[config.mk]
export PLATFORM = sky130hd
export DESIGN_NAME = url_percent_decoder_top
export DESIGN_NICKNAME = d
export VERILOG_FILES = /design/src/sv/upd_pkg.sv /design/src/sv/url_percent_decoder_top.sv
export SDC_FILE = /design/constraint.sdc
export NUM_CORES = 1
export LEC_CHECK = 0
export BUFFER_PORTS_ARGS = -buffer_cell sky130_fd_sc_hd__buf_2
export CAP_MARGIN = 20
export CORE_MARGIN = 5
export CORE_UTILIZATION = 55
export CTS_BUF_LIST = sky130_fd_sc_hd__clkbuf_2 sky130_fd_sc_hd__clkbuf_4 sky130_fd_sc_hd__clkbuf_8
export CTS_CLUSTER_SIZE = 20
export DETAILED_ROUTE_END_ITERATION = 8
export PLACE_DENSITY = 0.77
export SLEW_MARGIN = 10
export SYNTH_ARGS = -nofsm -noshare
export SYNTH_HDL_FRONTEND = slang
export SYNTH_SLANG_ARGS = --single-unit
[constraint.sdc]
create_clock -name clk -period 9.8 [get_ports clk]
set_input_delay 1.96 -clock clk [delete_from_list [all_inputs] [get_ports clk]]
set_output_delay 1.96 -clock clk [all_outputs]
set_load 0.1 [all_outputs]
[src/sv/upd_pkg.sv]
// Types, codes and helpers for the URL percent decoder.
package upd_pkg;

	typedef enum logic [1:0] {
		PH_IDLE = 2'd0,
		PH_PCT  = 2'd1,
		PH_HEX1 = 2'd2
	} esc_phase_t;

	localparam logic [1:0] ST_OK        = 2'd0;
	localparam logic [1:0] ST_MALFORMED = 2'd1;
	localparam logic [1:0] ST_TOO_LONG  = 2'd2;

	localparam logic [7:0] CH_PERCENT = 8'h25;
	localparam logic [7:0] CH_PLUS    = 8'h2B;
	localparam logic [7:0] CH_SPACE   = 8'h20;

	typedef struct packed {
		logic       ok;
		logic [3:0] val;
	} hex_digit_t;

	function automatic hex_digit_t hex_decode(input logic [7:0] ch);
		hex_digit_t r;
		r.ok  = 1'b1;
		r.val = 4'd0;
		if (ch >= 8'h30 && ch <= 8'h39) begin
			r.val = ch[3:0];
		end else if ((ch >= 8'h61 && ch <= 8'h66) || (ch >= 8'h41 && ch <= 8'h46)) begin
			// letters a-f and A-F share the low bits 1..6
			r.val = 4'd9 + ch[3:0];
		end else begin
			r.ok = 1'b0;
		end
		return r;
	endfunction

endpackage

[src/sv/url_percent_decoder_top.sv]
// URL percent decoder: one input byte per cycle while s_axis_tready is high, registered result.
//
// Usage:
//   s_axis carries the encoded string, one character per transfer in tdata,
//   tlast on the final character. m_axis carries results: tdata is the
//   decoded byte, tuser[0] flags it as present, tuser[2:1] is the string
//   status (ok, malformed escape, too long) and tlast closes the string.
//   A character that completes no token and is not last gives no transfer;
//   the last character always gives one, carrying the status.
//   cfg_valid/cfg_data set the most decoded bytes allowed per string;
//   cfg_ready is always high. Write it only between strings.
// Timing: a result appears on m_axis in the cycle after its character is taken.
// Throughput: one character per cycle while s_axis_tready is high; the decode is one
//   pass of byte compares and a nibble merge into the result register.
// Reset: clears the escape state, byte count and status, empties the result
//   register and loads the length limit with 4095.
// Stall: the result register holds while m_axis_tready is low; s_axis_tready
//   drops only while that register is full and not being taken.
module url_percent_decoder_top
	import upd_pkg::*;
(
	input  logic        clk,
	input  logic        arst_n,
	input  logic        s_axis_tvalid,
	output logic        s_axis_tready,
	input  logic [7:0]  s_axis_tdata,   // [7:0] in_byte
	input  logic        s_axis_tlast,
	output logic        m_axis_tvalid,
	input  logic        m_axis_tready,
	output logic [7:0]  m_axis_tdata,   // [7:0] out_byte
	output logic [2:0]  m_axis_tuser,   // [0] out_valid, [2:1] status
	output logic        m_axis_tlast,
	input  logic        cfg_valid,
	output logic        cfg_ready,
	input  logic [15:0] cfg_data
);

	esc_phase_t phase_q, phase_nxt;
	logic [3:0]  nib_q, nib_nxt;
	logic [15:0] count_q, count_nxt;
	logic [1:0]  stat_q, stat_nxt;
	logic [15:0] max_len_q;

	logic        ovalid_q;
	logic [7:0]  obyte_q;
	logic        ohave_q;
	logic        olast_q;
	logic [1:0]  ostat_q;

	logic        accept;
	logic        have;
	logic [7:0]  dec_byte;
	logic        emit;
	hex_digit_t  hd;

	assign cfg_ready     = 1'b1;
	assign s_axis_tready = !ovalid_q || m_axis_tready;
	assign accept        = s_axis_tvalid && s_axis_tready;
	assign hd            = hex_decode(s_axis_tdata);

	// next escape state and status
	always_comb begin
		phase_nxt = phase_q;
		nib_nxt   = nib_q;
		stat_nxt  = stat_q;
		if (stat_q == ST_OK) begin
			unique case (phase_q)
				PH_IDLE: begin
					if (count_q >= max_len_q) begin
						stat_nxt = ST_TOO_LONG;
					end else if (s_axis_tdata == CH_PERCENT) begin
						phase_nxt = PH_PCT;
					end
				end
				PH_PCT: begin
					if (s_axis_tdata == CH_PERCENT) begin
						phase_nxt = PH_IDLE;
					end else if (hd.ok) begin
						nib_nxt   = hd.val;
						phase_nxt = PH_HEX1;
					end else begin
						stat_nxt  = ST_MALFORMED;
						phase_nxt = PH_IDLE;
					end
				end
				PH_HEX1: begin
					if (!hd.ok) begin
						stat_nxt = ST_MALFORMED;
					end
					phase_nxt = PH_IDLE;
				end
				default: phase_nxt = PH_IDLE;
			endcase
		end
		// escape still open at end of string
		if (s_axis_tlast && stat_nxt == ST_OK && phase_nxt != PH_IDLE) begin
			stat_nxt = ST_MALFORMED;
		end
	end

	// decoded byte
	always_comb begin
		have     = 1'b0;
		dec_byte = 8'd0;
		if (stat_q == ST_OK) begin
			unique case (phase_q)
				PH_IDLE: begin
					if (count_q < max_len_q && s_axis_tdata != CH_PERCENT) begin
						have     = 1'b1;
						dec_byte = (s_axis_tdata == CH_PLUS) ? CH_SPACE : s_axis_tdata;
					end
				end
				PH_PCT: begin
					if (s_axis_tdata == CH_PERCENT) begin
						have     = 1'b1;
						dec_byte = CH_PERCENT;
					end
				end
				PH_HEX1: begin
					if (hd.ok) begin
						have     = 1'b1;
						dec_byte = {nib_q, hd.val};
					end
				end
				default: have = 1'b0;
			endcase
		end
		count_nxt = count_q + {15'd0, have};
		emit      = have || s_axis_tlast;
	end

	always_ff @(posedge clk or negedge arst_n) begin
		if (!arst_n) begin
			phase_q   <= PH_IDLE;
			nib_q     <= 4'd0;
			count_q   <= 16'd0;
			stat_q    <= ST_OK;
			max_len_q <= 16'd4095;
		end else begin
			if (cfg_valid) begin
				max_len_q <= cfg_data;
			end
			if (accept) begin
				if (s_axis_tlast) begin
					// close the string: clear per-string state
					phase_q <= PH_IDLE;
					nib_q   <= 4'd0;
					count_q <= 16'd0;
					stat_q  <= ST_OK;
				end else begin
					phase_q <= phase_nxt;
					nib_q   <= nib_nxt;
					count_q <= count_nxt;
					stat_q  <= stat_nxt;
				end
			end
		end
	end

	always_ff @(posedge clk or negedge arst_n) begin
		if (!arst_n) begin
			ovalid_q <= 1'b0;
		end else if (accept && emit) begin
			ovalid_q <= 1'b1;
		end else if (m_axis_tready) begin
			ovalid_q <= 1'b0;
		end
	end

	always_ff @(posedge clk) begin
		if (accept && emit) begin
			obyte_q <= dec_byte;
			ohave_q <= have;
			olast_q <= s_axis_tlast;
			ostat_q <= s_axis_tlast ? stat_nxt : ST_OK;
		end
	end

	assign m_axis_tvalid = ovalid_q;
	assign m_axis_tdata  = obyte_q;
	assign m_axis_tuser  = {ostat_q, ohave_q};
	assign m_axis_tlast  = olast_q;

endmodule

==> impl_metrics.json, run 1 <==
{
  "seq_area_frac_synth_pct": 46.1,
  "hp-class": "flop to flop",
  "num-fill-cells": 484,
  "grt_max_degree": 42,
  "cts-resized-gates": 0,
  "yosys.area.top_type": "dfrtp_1",
  "dieWidth_um": 84.3,
  "layout.nets": 415,
  "synth-simple-area-share_pct": 20.1,
  "dieArea_sq_um": 7110,
  "fin_skew_ns": 0.0149,
  "root_buffer": "clkbuf_8",
  "vdd_ir_drop_max_mv": 0.0808,
  "routed_wl_um": 6360,
  "antenna_found_initial": 0,
  "fin_total_pwr_mw": 0.489,
  "final_common_cell": "buf_2",
  "syn2layout_area_growth_pct": 11.6,
  "endpoint": "count_q[12]",
  "ctsHoldBuffers": 0,
  "grt_use_total_pct": 18.5,
  "post-route-min-period_ns": 5.33,
  "drive_above_1_share_pct": 19.5,
  "ys_warn_count": 0,
  "drtIter0Drc": 269,
  "start_util_pct": 55.8,
  "required_ns": 9.95,
  "powerDensity_nw_per_um2": 144,
  "grt_pass1_vias": 2341,
  "ys_seq_elements": 53,
  "clk_pin_slew_ns": 0.09,
  "clock_sinks": 53,
  "gp_congestion": 0.899,
  "fin_util_pct": 62.3,
  "tns_ns": 0,
  "io-pin-count": 45,
  "num_rows": 27,
  "critPathLaunch": "s_axis_tdata[1]",
  "synth_top_area_share_pct": 23.9,
  "end_kind": "flop",
  "rsz0062_at_grt": "no",
  "synthAdderAreaFrac_pct": 8.65,
  "clk_latency_ns": 0.30,
  "cts_setup_buffers": 0,
  "synth_xor_xnor_area_share_pct": 3.75,
  "vias": 2453,
  "overflow": 0,
  "netlist_area_sq_um": 3040,
  "leakage_nw": 1.54,
  "clock_path_buffers": 2,
  "mostFrequentLayoutCells": "43 x buf_2, 39 x nand2_1, 29 x dfrtp_1",
  "worst-path-max-fanout": 11,
  "final-max-slew-violation-count": 0,
  "io_buffers": 43,
  "start_kind": "primary input",
  "ant_nets": 0,
  "die_h_um": 84.3,
  "drtPass1Iterations": 4,
  "max_freq_mhz": 188,
  "cts_tree": "yes",
  "synth_cell_type_count": 51,
  "core-area_sq_um": 5440,
  "syn_nets": 376,
  "numCtsBuffers": 5,
  "cp_data_arrival_time_ns": 5.47,
  "wl_per_cell_um": 14.6,
  "crit_type": "primary input to flop",
  "vias_per_cell": 5.61,
  "dpl.hpwl_um": 4880,
  "finalCritPeriodShare_pct": 54.3,
  "ff2ff_path_depth": 15,
  "slew_headroom_pct": 32.3,
  "r2r_slack_ns": 5.81,
  "synth_compound_gate_area_share_pct": 15.2,
  "diodes": 0,
  "synth_cells": 325,
  "final-setup-viol-count": 0,
  "status": "completed",
  "drc": 0,
  "finalHoldViolCount": 0,
  "grt_pass1_wl_um": 10800,
  "synth.area.top_cells": "dfrtp_1 24%, edfxtp_1 12%, dfstp_2 10%",
  "r2r-start": "max_len_q[11]",
  "synth_top_family_by_area": "simple AND/OR/NAND/NOR gates",
  "htree_levels": 2,
  "syn_area_per_cell_sq_um": 9.34,
  "tightest_slew_ns": 1.01,
  "maxCapViolations": 0,
  "muxShareOfSynthArea_pct": 0.742,
  "rr_endpoint": "count_q[12]"
}
-- routing by layer --
layer	routed length, um	vias up	GRT usage [%]
li1	-	1226	-
met1	2950	1163	25.7
met2	3050	59	30.1
met3	316	5	3.83
met4	43	0	3.51
met5	0	-	0
-- cell type report --
type | instances | area (sq um) | area share [%]
sequential | 53 | 1400 | 41.3
inverter | 26 | 97.6 | 2.88
tap | 72 | 90.1 | 2.66
multi-input combinational | 234 | 1480 | 43.6
timing repair buffer | 44 | 223 | 6.57
clock buffer | 7 | 96.3 | 2.84
clock inverter | 1 | 5.00 | 0.148
-- how the worst min path moves through the flow --
stage	from	end	slack [ns]	cells past startpoint
finish	nib_q[0]	nib_q[0]	0.50	2
global route	max_len_q[7]	max_len_q[7]	0.53	2
global placement	nib_q[2]	nib_q[2]	0.49	2
floorplan	nib_q[1]	nib_q[1]	0.44	2
CTS	nib_q[0]	nib_q[0]	0.51	2
detailed placement	nib_q[0]	nib_q[0]	0.49	2
-- through the flow --
stage / setup slack [ns] / area (sq um) / instances / hold WS [ns]
floorplan: 4.86 / 3040 / 325 / 0.444
global placement: 4.37 / 3290 / 429 / 0.491
detailed placement: 4.24 / 3290 / 429 / 0.485
CTS: 4.53 / 3390 / 437 / 0.507
global route: 3.95 / 3390 / 437 / 0.535
finish: 4.47 / 3390 / 437 / 0.499
-- power breakdown --
group | switching, mW | internal (mW)
logic | 0.0675 | 0.0319
clock network | 0.0683 | 0.0640
registers | 0.0124 | 0.245
total | 0.148 | 0.341
-- worst max-delay path, stage by stage --
cell,delay (ns)
buf_2,0.11
inv_1,0.12
ha_1,0.21
o21ba_1,0.14
o2111ai_1,0.37
and2_0,0.40
nor2_1,0.54
nor3_1,0.11
nor2_1,0.22
ha_1,0.21
and2_1,0.14
nand4_1,0.25
nor2_1,0.36
nand2_1,0.11
xor2_1,0.15
nor2_1,0.06
-- flip-flops by register name, summed over array words and instances (netlist names) --
register and flops:
stat_q 2, phase_q 2, m_axis_tdata 8, ohave_q 1, m_axis_tlast 1, ostat_q 2, m_axis_tvalid 1, nib_q 4
max_len_q 16, count_q 16
-- cells by family after synthesis --
group	after synthesis
flops	53
mux	2
other cells	1
buf+inv	38
simple gates	122
xor+xnor	13
fa+ha+maj	21
compound gates	75
-- Yosys cell counts, drive strengths merged --
cell type / instances
nor3: 7
nor4b: 2
a2111oi: 2
nand2: 39
or4b: 1
and3: 5
conb: 1
ha: 21
nor4: 3
o21ai: 28
or4: 2
nand3: 11
inv: 26
xor2: 6
o21ba: 1
or3: 3
edfxtp: 12
and2: 7
a22oi: 3
nor2b: 2
a21o: 1
a221o: 1
nand2b: 2
o31ai: 3
a211oi: 3
o311ai: 2
nand3b: 2
a31oi: 4
o211ai: 1
a21oi: 18
nor2: 27
dfstp: 12
a21boi: 1
o41ai: 4
xnor2: 7
a221oi: 2
o2111ai: 1
dfrtp: 29
clkbuf: 8
buf: 4
nand4: 8
nor3b: 1
mux2: 2
No activity file was read; power rests on OpenSTA's default activity.
==> run 2, diff against run 1 <==
CORE_UTILIZATION = 53   (was 55)
PLACE_DENSITY = 0.78   (was 0.77)
clock period = 4.8 ns   (was 9.8 ns; I/O delays follow)
==> run 2 against run 1 <==
Against the previous run: clock power grew to 2.7 times the previous value; sequential power grew 100%; worst setup slack lost 3.7 ns; combinational power grew 110%; worst hold slack gained 0.010 ns; cell count grew 0.23%.
==> impl_metrics.json, run 2 (synthesis results as in run 1) <==
{
  "maxCapViolations": 0,
  "syn2layout_area_growth_pct": 12.9,
  "io-pin-count": 45,
  "clock_sinks": 53,
  "fin_total_pwr_mw": 1.08,
  "root_buffer": "clkbuf_8",
  "io_buffers": 43,
  "powerDensity_nw_per_um2": 315,
  "clock_path_buffers": 2,
  "dieWidth_um": 85.7,
  "final-setup-viol-count": 0,
  "finalCritPeriodShare_pct": 84.0,
  "end_kind": "flop",
  "rsz0062_at_grt": "no",
  "max_freq_mhz": 248,
  "post-route-min-period_ns": 4.03,
  "cts_setup_buffers": 0,
  "start_util_pct": 54.8,
  "path_common_cell": "nor2_1",
  "dpl_worst_slack_ns": 0.518,
  "drive_above_1_share_pct": 19.7,
  "vias_per_cell": 5.80,
  "slew_headroom_pct": 31.7,
  "finalHoldViolCount": 0,
  "grt_pass1_wl_um": 11000,
  "cp_data_arrival_time_ns": 4.18,
  "diodes": 0,
  "start_kind": "primary input",
  "whs_ns": 0.509,
  "drtIter0Drc": 406,
  "status": "completed",
  "dpl.hpwl_um": 4810,
  "core-area_sq_um": 5540,
  "die_h_um": 85.7,
  "ant_nets": 0,
  "leakage_nw": 1.55,
  "cp_top_family": "simple AND/OR/NAND/NOR gates",
  "final_common_cell": "buf_2",
  "layout.nets": 416,
  "grt_max_degree": 42,
  "fin_skew_ns": 0.0107,
  "crit_type": "primary input to flop",
  "cts-resized-gates": 0,
  "vias": 2542,
  "grt_use_total_pct": 18.5,
  "mostFrequentLayoutCells": "43 x buf_2, 39 x nand2_1, 29 x dfrtp_1",
  "routed_wl_um": 6330,
  "dieArea_sq_um": 7340,
  "wl_per_cell_um": 14.5,
  "crit_chain": "buf_2 > inv_1 > ha_1 > o21ba_1 > o2111ai_1 > buf_4 > and2_0 > nor2_1 > nor3_1 > nor2_1 > ha_1 > and2_1 > nand4_1 > nor2_1 > nand2_1 > xor2_1 > nor2_1",
  "drtPass1Iterations": 5,
  "tightest_slew_ns": 1.02,
  "path_buf_inv": 3,
  "antenna_found_initial": 0,
  "gp_congestion": 0.885,
  "tns_ns": 0,
  "overflow": 0,
  "num_rows": 27,
  "htree_levels": 2,
  "clk_pin_slew_ns": 0.09,
  "worst-path-max-fanout": 11,
  "required_ns": 4.95,
  "clk_latency_ns": 0.31,
  "cts_tree": "yes",
  "numCtsBuffers": 5,
  "hp-class": "flop to flop",
  "grt_pass1_vias": 2408,
  "ctsHoldBuffers": 0,
  "layout_setup_ws_ns": 0.768,
  "cpPeakStageDelay_ns": 0.54,
  "vdd_ir_drop_max_mv": 0.159,
  "final-max-slew-violation-count": 0,
  "crit_slowest_cell": "nor2_1",
  "drc": 0
}
run 2: final cells by class:
type	count	area (sq um)
clock inverter	3	65.1
clock buffer	5	68.8
tap	72	90.1
timing repair buffer	45	230
multi-input combinational	234	1480
fill	475	2110
sequential	53	1400
inverter	26	97.6
run 2: metal layers:
layer	global-route usage, %	part of all wire, %	vias to the layer above
met5	0	0	-
li1	-	-	1234
met4	5.04	1.3	0
met2	28.6	45	105
met1	26.1	47	1193
met3	4.23	7.4	10
run 2: worst reg2reg max path: stages, from the launching register on:
cell	delay (ns)
dfstp_2	0.52
inv_1	0.04
ha_1	0.28
a21oi_1	0.16
nor2_1	0.05
or4_1	0.60
nor4b_1	0.56
nor3_1	0.13
nor2_1	0.21
ha_1	0.21
and2_1	0.12
nand4_1	0.24
nor2_1	0.33
nand2_1	0.11
xor2_1	0.14
nor2_1	0.06
run 2: path summary, 6_finish.rpt:
| path | startpoint | end | slack (ns) | cells past startpoint |
|---|---|---|---|---|
| setup / recovery | s_axis_tdata[1] | count_q[12] | 0.77 | 17 |
| hold / removal | nib_q[0] | nib_q[0] | 0.51 | 2 |
| hold reg to reg | nib_q[0] | nib_q[0] | 0.51 | 2 |
| max in group asynchronous | arst_n | nib_q[3] | 3.48 | 1 |
| setup reg to reg | max_len_q[11] | count_q[12] | 0.87 | 15 |
| min in group asynchronous | arst_n | count_q[11] | 0.77 | 1 |
run 2: where the power goes:
group / switching [mW] / internal (mW) / total, mW
Clock: 0.144 / 0.207 / 0.351
Sequential: 0.0247 / 0.501 / 0.525
Combinational: 0.139 / 0.0651 / 0.204
run 2: metrics by stage:
stage	util [%]	area, sq um	std cells
final	61.9	3430	438
after global routing	61.9	3430	438
after CTS	61.9	3430	438
after detailed placement	59.5	3300	430
after global placement	59.5	3300	430
after floorplan	-	3040	325
==> run 3, diff against run 2 <==
clock period = 3.5 ns   (was 4.8 ns; I/O delays follow)
==> run 3 against run 2 <==
Against the previous run: sequential power rose by 38%; clock skew fell by 0.0064 ns; combinational power rose by 46%; largest power group unchanged; critical path type is now flop to flop; clock-buffer cell count rose by 3; largest cell class unchanged; total power rose by 27%; worst hold slack got worse by 0.022 ns.
==> impl_metrics.json, run 3 (synthesis results as in run 1) <==
{
  "status": "completed",
  "grt_use_total_pct": 19.2,
  "grt_max_degree": 42,
  "root_buffer": "clkbuf_8",
  "postPlaceCellArea_sq_um": 3370,
  "whs_endpoint": "nib_q[1]",
  "combPwrFrac_pct": 21.7,
  "clk_latency_ns": 0.30,
  "fin_util_pct": 65.3,
  "vias": 2529,
  "power.share.switching_pct": 31.0,
  "grt_pass1_wl_um": 11500,
  "io_buffers": 43,
  "r2r_slack_ns": 0.17,
  "cp_data_arrival_time_ns": 3.57,
  "diodes": 0,
  "leakage_nw": 1.63,
  "overflow": 0,
  "dp.cells": 439,
  "p_int_mw": 0.951,
  "gp_congestion": 0.886,
  "ctsHoldBuffers": 0,
  "htree_levels": 2,
  "syn2layout_area_growth_pct": 19.2,
  "dpl.hpwl_um": 5040,
  "whs_ns": 0.487,
  "finalHoldViolCount": 0,
  "tightest_slew_ns": 0.902,
  "maxCapViolations": 0,
  "dieArea_sq_um": 7340,
  "final-seq-area_sq_um": 1400,
  "antenna_found_initial": 0,
  "fin_skew_ns": 0.00427,
  "fin_area_sq_um": 3620,
  "start_util_pct": 54.8,
  "post-route-min-period_ns": 3.33,
  "core-area_sq_um": 5540,
  "fin_cells": 454,
  "drive_above_1_share_pct": 28.3,
  "finalCritPeriodShare_pct": 95.3,
  "hp-class": "flop to flop",
  "vdd_ir_drop_max_mv": 0.272,
  "slew_headroom_pct": 39.9,
  "hold_depth": 2,
  "min-delay-start": "nib_q[1]",
  "die_h_um": 85.7,
  "io-pin-count": 45,
  "mostFrequentLayoutCells": "43 x buf_2, 38 x nand2_1, 29 x dfrtp_1",
  "final-setup-viol-count": 0,
  "ff2ff_path_depth": 13,
  "vias_per_cell": 5.57,
  "powerDensity_nw_per_um2": 381,
  "fin_total_pwr_mw": 1.38,
  "multi_input_area_sq_um": 1580,
  "required_ns": 3.74,
  "rr_endpoint": "count_q[6]",
  "worst-path-max-fanout": 6,
  "clk_pin_slew_ns": 0.09,
  "ant_nets": 0,
  "wl_per_cell_um": 15.4,
  "num_rows": 27,
  "numCtsBuffers": 5,
  "final-max-slew-violation-count": 0,
  "num-fill-cells": 481,
  "routed_wl_um": 7010,
  "max_freq_mhz": 300,
  "dieWidth_um": 85.7,
  "grt_pass1_vias": 2471,
  "switchingPower_mw": 0.427,
  "layout.nets": 432,
  "start_kind": "flop",
  "pwr-share-clk_pct": 26.0,
  "clock_sinks": 53,
  "drtPass1Iterations": 4,
  "final_common_cell": "buf_2",
  "critPathLaunch": "count_q[12]",
  "crit_type": "flop to flop",
  "drc": 0,
  "rsz0062_at_grt": "yes",
  "clock_path_buffers": 2,
  "drtIter0Drc": 215,
  "seq_power_share_pct": 52.4,
  "end_kind": "flop",
  "r2r-start": "count_q[12]",
  "cts_tree": "yes"
}
==> run 3: cell types whose count changed in the layout (fill, tap and decap cells not counted), sizes merged <==
| cell | before | now |
|---|---|---|
| buf | 45 | 61 |
| clkinv | 1 | 0 |
| bufinv | 2 | 0 |
| clkbuf | 5 | 8 |
==> run 3: area by class of cell <==
cell class	count	area share [%]
multi-input combinational	234	43.7
timing repair buffer	61	9.89
clock buffer	8	2.52
sequential	53	38.7
inverter	26	2.70
tap	72	2.49
==> run 3: per-layer routing <==
metal	GRT usage [%]	share of wire, %	routed length (um)
met1	26.8	46	3190
met2	30.9	49	3410
met3	3.75	4.8	336
met4	4.46	0.90	63
met5	0	0	0
==> run 3: worst max path at each step <==
stage                 endpoint  depth (start not counted)
5_1_grt             count_q[6]                         14
3_5_place_dp        count_q[7]                         15
6_report            count_q[6]                         13
2_1_floorplan  m_axis_tdata[0]                          4
3_3_place_gp        count_q[7]                         15
4_1_cts             count_q[7]                         15
==> run 3: worst max-delay path, cell delays in order, from the launching register on <==
cell and delay [ns]:
dfrtp_1 0.42, ha_1 0.29, nand4_1 0.18, nor2_1 0.06, or4_4 0.56, nor4b_4 0.28
nor3_1 0.08, nor2_1 0.24, ha_2 0.23, and2_4 0.12, nand4_1 0.16, buf_6 0.18
or3_4 0.36, a21oi_2 0.11
==> run 3: through the flow <==
| stage | setup WS, ns | TNS [ns] |
|---|---|---|
| after floorplan | 0.160 | 0 |
| after global placement | 0.135 | 0 |
| after detailed placement | 0.0425 | 0 |
| after CTS | 0.0296 | 0 |
| after global routing | -0.0340 | -0.0395 |
| final | 0.165 | 0 |
==> run 3: timing repair <==
item,CTS,global route
gates resized for setup,0,22
endpoints found under the setup margin,0,12
buffers inserted,0,6
==> run 3: power by group through the flow <==
stage	clock (mW)	sequential (mW)	combinational (mW)
2_1_floorplan	0	0.779	0.153
6_report	0.358	0.722	0.298
4_1_cts	0.366	0.720	0.285
3_3_place_gp	0	0.730	0.275
5_1_grt	0.395	0.729	0.330
3_5_place_dp	0	0.733	0.283
